--- src/rtl/core/drc_pkg.sv ---
// Shared types, constants and helper functions of the decimal coded radix converter.
package drc_pkg;

   localparam int ValueW    = 63;                  // operand and result width
   localparam int ReqDataW  = 64;                  // value padded to whole bytes
   localparam int ReqUserW  = 2;                   // opcode
   localparam int RspDataW  = 64;                  // result padded to whole bytes
   localparam int RspUserW  = 1;                   // overflow
   localparam int NumCells  = 19;                  // decimal digits of a 63-bit value
   localparam int DigitW    = 4;                   // one decimal digit
   localparam int ChunkW    = 6;                   // binary bits folded into the chain per step
   localparam int NumChunks = 11;                  // ceil(ValueW / ChunkW)
   localparam int WorkW     = NumChunks * ChunkW;  // operand padded to whole chunks
   localparam int StepW     = 5;                   // step count, up to NumChunks + NumCells - 1
   localparam int IdxW      = 5;                   // digit index into the chain
   localparam int CellXW    = DigitW + ChunkW;     // digit times 64 plus carry
   localparam int DecRadix  = 10;
   localparam int OctBits   = 3;
   localparam int OctLsb    = OctBits * NumCells;  // first octal digit past the 19th
   localparam int Div10Mul  = 205;                 // floor(x * 205 / 2048) = x / 10 for x < 1024
   localparam int Div10Sh   = 11;
   localparam int Div10W    = CellXW + 8;

   localparam logic [ValueW-1:0] ResultMax = '1;

   typedef enum logic [1:0] {
      OP_TO_BIN   = 2'd0,
      OP_TO_OCT   = 2'd1,
      OP_FROM_BIN = 2'd2,
      OP_FROM_OCT = 2'd3
   } drc_op_type;

   typedef enum logic [0:0] {
      ST_IDLE = 1'b0,
      ST_RUN  = 1'b1
   } drc_state_type;

   // Token handed from one digit cell to the next higher one.
   typedef struct packed {
      logic              active;
      logic [ChunkW-1:0] carry;
   } drc_link_type;

   // Quotient by ten of a cell's working value (at most 639).
   function automatic logic [ChunkW-1:0] div10(input logic [CellXW-1:0] x);
      logic [Div10W-1:0] prod;
      prod = Div10W'(x) * Div10W'(Div10Mul);
      return prod[Div10Sh +: ChunkW];
   endfunction

endpackage

--- src/rtl/core/decimal_coded_radix_converter_unit.sv ---
// Top level of the decimal coded radix converter: sequencer, digit accumulator and output stage.
//
// Converts one operand per transfer. Opcodes 0 and 1 write the operand's binary or octal
// digits as a decimal numeral; opcodes 2 and 3 read the operand's decimal digits as binary
// or octal digits (digits above the radix keep their face value). A numeral above 2^63-1
// returns 2^63-1 with the overflow flag set. Opcodes 0 and 1 add one digit per cycle to the
// result through the multiply-accumulate; opcodes 2 and 3 feed the operand into a row of 19
// decimal digit cells 6 bits per cycle, and the accumulator reads each digit as soon as the
// carry wave has left it. The last digit waits while the output register still holds a result.
// A new transfer is taken in the cycle after a result is produced, while that result may still
// wait in the output register.
module decimal_coded_radix_converter_unit (
   input  logic                         clock,
   input  logic                         reset,
   input  logic                         req_tvalid,
   output logic                         req_tready,
   input  logic [drc_pkg::ReqDataW-1:0] req_tdata,   // [62:0] value, [63] zero
   input  logic [drc_pkg::ReqUserW-1:0] req_tuser,   // [1:0] opcode
   output logic                         rsp_tvalid,
   input  logic                         rsp_tready,
   output logic [drc_pkg::RspDataW-1:0] rsp_tdata,   // [62:0] result, [63] zero
   output logic [drc_pkg::RspUserW-1:0] rsp_tuser    // [0] overflow
);
   import drc_pkg::*;

   drc_state_type      state_ff, state_in;
   drc_op_type         op_ff, op_in, req_op;
   logic [WorkW-1:0]   work_ff, work_in;
   logic [StepW-1:0]   step_ff, step_in;
   logic [IdxW-1:0]    idx_ff, idx_in;
   logic [ValueW-1:0]  acc_ff, acc_in;
   logic [ValueW-1:0]  weight_ff, weight_in;
   logic               ovf_ff, ovf_in;
   logic               rsp_valid_ff, rsp_valid_in;
   logic [ValueW-1:0]  rsp_result_ff, rsp_result_in;
   logic               rsp_ovf_ff, rsp_ovf_in;

   logic               accept;
   logic               from_dec;
   logic               sum_go;
   logic               last_sum;
   logic               advance;
   logic [DigitW-1:0]  chain_digit;
   logic [DigitW-1:0]  digit;
   logic [ValueW-1:0]  prod;
   logic [ValueW-1:0]  sum_val;
   drc_link_type       feed;

   drc_chain u_chain (
      .clock   (clock),
      .reset   (reset),
      .clear   (accept),
      .link_i  (feed),
      .sel_i   (idx_ff),
      .digit_o (chain_digit)
   );

   always_comb begin
      req_op   = drc_op_type'(req_tuser);
      from_dec = (op_ff == OP_FROM_BIN) || (op_ff == OP_FROM_OCT);
      // decimal digit k is final once the carry wave has passed cell k
      sum_go   = !from_dec || (step_ff >= StepW'(NumChunks));
      last_sum = sum_go && (idx_ff == IdxW'(NumCells - 1));
      advance  = !last_sum || !rsp_valid_ff || rsp_tready;

      unique case (op_ff)
         OP_TO_BIN:   digit = DigitW'(work_ff[0]);
         OP_TO_OCT:   digit = DigitW'(work_ff[OctBits-1:0]);
         OP_FROM_BIN,
         OP_FROM_OCT: digit = chain_digit;
         default:     digit = chain_digit;
      endcase
      prod    = ValueW'(digit) * weight_ff;
      sum_val = acc_ff + prod;

      feed.active = (state_ff == ST_RUN) && from_dec && (step_ff < StepW'(NumChunks));
      feed.carry  = work_ff[WorkW-1 -: ChunkW];
   end

   always_comb begin
      state_in      = state_ff;
      op_in         = op_ff;
      work_in       = work_ff;
      step_in       = step_ff;
      idx_in        = idx_ff;
      acc_in        = acc_ff;
      weight_in     = weight_ff;
      ovf_in        = ovf_ff;
      rsp_result_in = rsp_result_ff;
      rsp_ovf_in    = rsp_ovf_ff;
      rsp_valid_in  = rsp_valid_ff && !rsp_tready;
      req_tready    = 1'b0;
      accept        = 1'b0;

      unique case (state_ff)
         ST_IDLE: begin
            req_tready = 1'b1;
            if (req_tvalid) begin
               accept    = 1'b1;
               state_in  = ST_RUN;
               op_in     = req_op;
               work_in   = WorkW'(req_tdata[ValueW-1:0]);
               step_in   = '0;
               idx_in    = '0;
               acc_in    = '0;
               weight_in = ValueW'(1);
               // a numeral longer than 19 digits cannot fit
               unique case (req_op)
                  OP_TO_BIN:   ovf_in = |req_tdata[ValueW-1:NumCells];
                  OP_TO_OCT:   ovf_in = |req_tdata[ValueW-1:OctLsb];
                  OP_FROM_BIN,
                  OP_FROM_OCT: ovf_in = 1'b0;
                  default:     ovf_in = 1'b0;
               endcase
            end
         end
         ST_RUN: begin
            if (advance) begin
               step_in = step_ff + StepW'(1);
               unique case (op_ff)
                  OP_TO_BIN:   work_in = work_ff >> 1;
                  OP_TO_OCT:   work_in = work_ff >> OctBits;
                  OP_FROM_BIN,
                  OP_FROM_OCT: work_in = work_ff << ChunkW;
                  default:     work_in = work_ff;
               endcase
               if (sum_go) begin
                  idx_in = idx_ff + IdxW'(1);
                  acc_in = sum_val;
                  unique case (op_ff)
                     OP_TO_BIN,
                     OP_TO_OCT:   weight_in = (weight_ff << 3) + (weight_ff << 1);
                     OP_FROM_BIN: weight_in = weight_ff << 1;
                     OP_FROM_OCT: weight_in = weight_ff << OctBits;
                     default:     weight_in = weight_ff;
                  endcase
               end
               if (last_sum) begin
                  state_in      = ST_IDLE;
                  rsp_valid_in  = 1'b1;
                  rsp_result_in = ovf_ff ? ResultMax : sum_val;
                  rsp_ovf_in    = ovf_ff;
               end
            end
         end
         default: state_in = ST_IDLE;
      endcase
   end

   always_ff @(posedge clock) begin
      if (reset) begin
         state_ff     <= ST_IDLE;
         step_ff      <= '0;
         idx_ff       <= '0;
         rsp_valid_ff <= 1'b0;
      end else begin
         state_ff     <= state_in;
         step_ff      <= step_in;
         idx_ff       <= idx_in;
         rsp_valid_ff <= rsp_valid_in;
      end
   end

   always_ff @(posedge clock) begin
      op_ff         <= op_in;
      work_ff       <= work_in;
      acc_ff        <= acc_in;
      weight_ff     <= weight_in;
      ovf_ff        <= ovf_in;
      rsp_result_ff <= rsp_result_in;
      rsp_ovf_ff    <= rsp_ovf_in;
   end

   assign rsp_tvalid = rsp_valid_ff;
   assign rsp_tdata  = RspDataW'(rsp_result_ff);
   assign rsp_tuser  = RspUserW'(rsp_ovf_ff);

endmodule

--- src/rtl/core/drc_cell.sv ---
// One decimal digit cell: folds a 6-bit carry into its digit and passes the overflow upward.
module drc_cell (
   input  logic                   clock,
   input  logic                   reset,
   input  logic                   clear,
   input  drc_pkg::drc_link_type  link_i,
   output drc_pkg::drc_link_type  link_o,
   output logic [drc_pkg::DigitW-1:0] digit_o
);
   import drc_pkg::*;

   drc_link_type        link_ff, link_in;
   logic [DigitW-1:0]   digit_ff, digit_in;
   logic [CellXW-1:0]   x;
   logic [ChunkW-1:0]   q;
   logic [CellXW-1:0]   q_times_ten;

   always_comb begin
      // digit * 64 + carry, then split into digit and carry for the next cell
      x           = {digit_ff, link_i.carry};
      q           = div10(x);
      q_times_ten = CellXW'(q) * CellXW'(DecRadix);
      digit_in    = digit_ff;
      link_in     = '0;
      if (clear) begin
         digit_in = '0;
      end else if (link_i.active) begin
         digit_in       = DigitW'(x - q_times_ten);
         link_in.active = 1'b1;
         link_in.carry  = q;
      end
   end

   always_ff @(posedge clock) begin
      if (reset) begin
         link_ff <= '0;
      end else begin
         link_ff <= link_in;
      end
   end

   always_ff @(posedge clock) begin
      digit_ff <= digit_in;
   end

   assign link_o  = link_ff;
   assign digit_o = digit_ff;

endmodule

--- src/rtl/core/drc_chain.sv ---
// Row of decimal digit cells turning a binary operand into decimal digits, lowest cell first.
module drc_chain (
   input  logic                       clock,
   input  logic                       reset,
   input  logic                       clear,
   input  drc_pkg::drc_link_type      link_i,
   input  logic [drc_pkg::IdxW-1:0]   sel_i,
   output logic [drc_pkg::DigitW-1:0] digit_o
);
   import drc_pkg::*;

   drc_link_type      links  [NumCells];
   logic [DigitW-1:0] digits [NumCells];

   assign links[0] = link_i;

   for (genvar i = 0; i < NumCells; i++) begin : g_cell
      if (i < NumCells - 1) begin : g_mid
         drc_cell u_cell (
            .clock   (clock),
            .reset   (reset),
            .clear   (clear),
            .link_i  (links[i]),
            .link_o  (links[i+1]),
            .digit_o (digits[i])
         );
      end else begin : g_top
         // top digit never carries out for a 63-bit operand
         drc_cell u_cell (
            .clock   (clock),
            .reset   (reset),
            .clear   (clear),
            .link_i  (links[i]),
            .link_o  (),
            .digit_o (digits[i])
         );
      end
   end

   always_comb begin
      digit_o = '0;
      for (int i = 0; i < NumCells; i++) begin
         if (sel_i == IdxW'(i)) begin
            digit_o = digits[i];
         end
      end
   end

endmodule
--- config.mk ---
export PLATFORM = sky130hd
export DESIGN_NAME = decimal_coded_radix_converter_unit
export DESIGN_NICKNAME = d
export VERILOG_FILES = /design/src/rtl/core/drc_pkg.sv /design/src/rtl/core/decimal_coded_radix_converter_unit.sv /design/src/rtl/core/drc_cell.sv /design/src/rtl/core/drc_chain.sv
export SDC_FILE = /design/constraint.sdc
export NUM_CORES = 2
export LEC_CHECK = 0
export ABC_AREA = 1
export BUFFER_PORTS_ARGS = -buffer_cell sky130_fd_sc_hd__buf_2
export CAP_MARGIN = 30
export CORE_ASPECT_RATIO = 1.5
export CORE_MARGIN = 8
export CORE_UTILIZATION = 45
export DETAILED_ROUTE_END_ITERATION = 8
export SYNTH_ARGS = -nofsm -noshare
export SYNTH_HDL_FRONTEND = slang
export SYNTH_SLANG_ARGS = --single-unit
--- constraint.sdc ---
create_clock -name clock -period 17.7 [get_ports clock]
set_clock_uncertainty 0.05 [all_clocks]
set_input_delay 3.54 -clock clock [delete_from_list [all_inputs] [get_ports clock]]
set_output_delay 3.54 -clock clock [all_outputs]
set_load 0.005 [all_outputs]
==> qor.yml <==
synth:
  ys_async_sr_fraction_pct: 0
  syn_avg_cell_area_um2: 8.512
  syn_nets: 8169
  yosysWarnings: 0
  syn_inst: 6585
  synth_ff_type: "edfxtp_1"
  synth-seq-area-share_pct: 21.52
  syn-cell-area_um2: 56050
  synth.distinct_cells: 53
  synth_edf_count: 259
  ys_seq_elements: 473
timing:
  final-setup-viol-count: 0
  min_period_over_period_pct: 51.24
  slew_violations: 0
  hold_viol: 0
  hold_slack_ns: 0.4237
  tightest_slew_ns: 0.9731
  slew_headroom_pct: 34.44
  max_clock_freq_mhz: 110.3
  post-route-min-period_ns: 9.070
  fin_ws_ns: 8.630
  tns_ns: 0
  rsz0062_at_grt: "no"
clock_network:
  cts_tree: "yes"
  numCtsBuffers: 55
  post_cts_buffers: 0
  cts_buffer_depth: 3
  clkTransAtPathRegs_ns: 0.06
  cts_sinks: 473
  root_buffer: "clkbuf_16"
  clock_latency_ns: 0.65
  h-tree-depth: 2
  cts_hold_buf: 0
  ctsResizeCount: 0
critical_path:
  crit_top_cell: "nand2_1"
  r2r_setup_slack_ns: 8.63
  ff2ff_path_depth: 48
  arrival_ns: 9.39
  critPathLaunchType: "flop"
  worst_path_largest_cell_delay_ns: 0.55
  reg2reg_to: "acc_ff[54]"
  cp.required_ns: 18.02
  cpMaxStageDelayCell: "fa_1"
  reg2reg_from: "idx_ff[1]"
  crit_type: "reg -> reg"
  critPathCaptureType: "flop"
  cp_max_fo: 31
power_and_ir_drop:
  pwr-share-clk_pct: 23.6
  power_frac_comb_pct: 49.0
  switchingPower_uw: 2192
  power.share.switching_pct: 43.03
  p_per_area_nw_per_um2: 84.13
  leakagePower_uw: 0.03288
  p_seq_share_pct: 27.4
  intPower_uw: 2903
  peakVddDrop_v: 0.00007443
min_path:
  hold_class: "reg -> reg"
  holdPathEnd: "step_ff[4]"
  min-delay-start: "step_ff[4]"
  hold_depth: 1
global_routing:
  gr-total-overflow: 0
  grt_max_degree: 92
  antenna_found_initial: 18
  track_usage_pct: 20.64
  grt_pass1_vias: 45270
  grt_pass1_wl_um: 229000
finish:
  syn2layout_area_growth_pct: 8.047
  stdcell_count: 8360
  final_core_util_pct: 49.02
  n_fill_cell: 11910
  nets: 8285
  drive_gt1_share_pct: 5.485
routing:
  via_per_inst: 5.142
  vias: 42990
  drcViolationCount: 0
  ant_nets: 0
  drt_iter0_markers: 1925
  detail_route.wl_per_cell_um: 16.84
  wl_um: 140800
  dr.pass1.iters: 5
outcome:
  outcome: "finished, final reports clean"
die:
  placementRows: 158
  die_area_um2: 136300
  start_util_pct: 45.37
  die_h_um: 448.3
  core_area_um2: 123600
  io_pins: 137
  die_x_um: 304.2
placement:
  hpwlAfterDp_um: 117400
  place_congestion: 0.9604
  io_buffers: 134
  place_inst: 8244
  place_ws_ns: 8.714
run:
  drv_cap: 0
==> synthesized netlist by cell type (39+ instances only) <==
cell type	count	area, um^2
inv_1	1666	6254
xor2_1	104	910.9
edfxtp_1	259	7777
nand3_1	132	660.6
or2_2	51	319.1
ha_1	992	12410
a31oi_1	101	631.9
o22ai_1	39	244.0
nor2_1	560	2102
dfxtp_1	214	4284
xnor2_1	127	1112
nand2_1	720	2703
o21ai_0	240	1201
a21o_1	44	330.3
clkbuf_1	81	304.0
fa_1	522	10450
a21oi_1	421	2107
==> metrics by stage <==
step	power, uW	cell area [um^2]
global route	5509	60530
floorplan	3239	56050
detailed placement	3895	58650
finish	5095	60560
CTS	5124	60530
global placement	3846	58540
==> layout by cell type, fill, tap and decap left out, types with 13 or more instances in the layout <==
cell type	synthesis	layout
o22ai_1	39	39
o21ai_0	240	239
inv_1	1666	1665
nand4_1	26	26
xnor2_1	127	127
fa_1	522	522
a221oi_1	22	22
clkinv_2	0	13
buf_2	4	134
nor4_1	14	14
o211ai_1	36	36
or2_2	51	51
nand3_1	132	132
nor2_1	560	555
a31oi_1	101	101
o221ai_1	38	38
dfxtp_1	214	213
edfxtp_1	259	259
clkbuf_16	0	60
inv_2	12	14
nand2_1	720	718
buf_4	1	20
ha_1	992	992
a21o_1	44	44
xor2_1	104	104
a21oi_1	421	421
diode_2	0	14
o21bai_1	15	15
o21a_1	24	24
==> power by group through the flow <==
stage	Sequential (uW)	Clock, uW	Combinational, uW
floorplan	1400	0	1840
global placement	1420	0	2430
detailed placement	1420	0	2480
CTS	1400	1230	2500
global route	1410	1270	2830
finish	1400	1200	2500
==> kinds of logic (layout without fill, tap and decap cells) <==
kind of cell	after synthesis	after routing	synth area share (%)
simple gates	1540	1540	11.21
buf+inv	1782	1943	11.95
other cells	1	15	0.006690
fa+ha+maj	1514	1514	40.79
flops	473	473	21.52
xor+xnor	231	231	3.609
compound gates	1044	1044	10.92
==> worst max-delay path by stage <==
stage / cells after the start / slack (ns) / startpoint / to
after floorplan: 8 / 2.56 / rsp_tready / idx_ff[2]
after global placement: 50 / 8.49 / idx_ff[1] / rsp_result_ff[53]
after detailed placement: 48 / 8.71 / idx_ff[1] / acc_ff[54]
after CTS: 48 / 8.68 / idx_ff[1] / acc_ff[54]
after global routing: 48 / 8.16 / idx_ff[1] / acc_ff[54]
final: 48 / 8.63 / idx_ff[1] / acc_ff[54]
==> area by class of cell <==
class / instances / area [um^2] / share of cell area (%)
multi-input cells: 4330 / 37340 / 61.65
repair buffers: 159 / 928.4 / 1.533
clock buffers: 80 / 1687 / 2.785
inverters: 1682 / 6319 / 10.43
diodes: 14 / 35.03 / 0.05785
flip-flops and latches: 473 / 12070 / 19.92
clock inverters: 22 / 190.2 / 0.3140
well taps: 1600 / 2002 / 3.306
==> routing by layer <==
| metal | routed length [um] | global-route usage (%) |
|---|---|---|
| met2 | 72000 | 38.84 |
| met5 | 22 | 0 |
| met3 | 6526 | 2.577 |
| met4 | 7613 | 10.02 |
| met1 | 54620 | 22.93 |
==> worst max-delay path, delay by kind of cell, from the launching register on <==
| family | cells | cell delay (ns) |
|---|---|---|
| buffers and inverters | 7 | 1.21 |
| AO/OA/AOI/OAI | 11 | 2.12 |
| adder cells (fa/ha/maj) | 5 | 2.04 |
| XOR/XNOR | 1 | 0.29 |
| flip-flops | 1 | 0.34 |
| AND/OR/NAND/NOR | 24 | 2.69 |
==> sequential cells by signal (all words and copies together), names as in the netlist <==
name,cells
op_ff,2
work_ff,66
u_chain.g_cell.g_top.u_cell.digit_o,4
step_ff,5
idx_ff,5
u_chain.g_cell.g_mid.u_cell.digit_o,72
weight_ff,63
acc_ff,63
rsp_tvalid,1
rsp_result_ff,63
u_chain.g_cell.g_mid.u_cell.link_o,126
rsp_tuser,1
ovf_ff,1
state_ff,1
No activity file was read; power rests on OpenSTA's default activity.
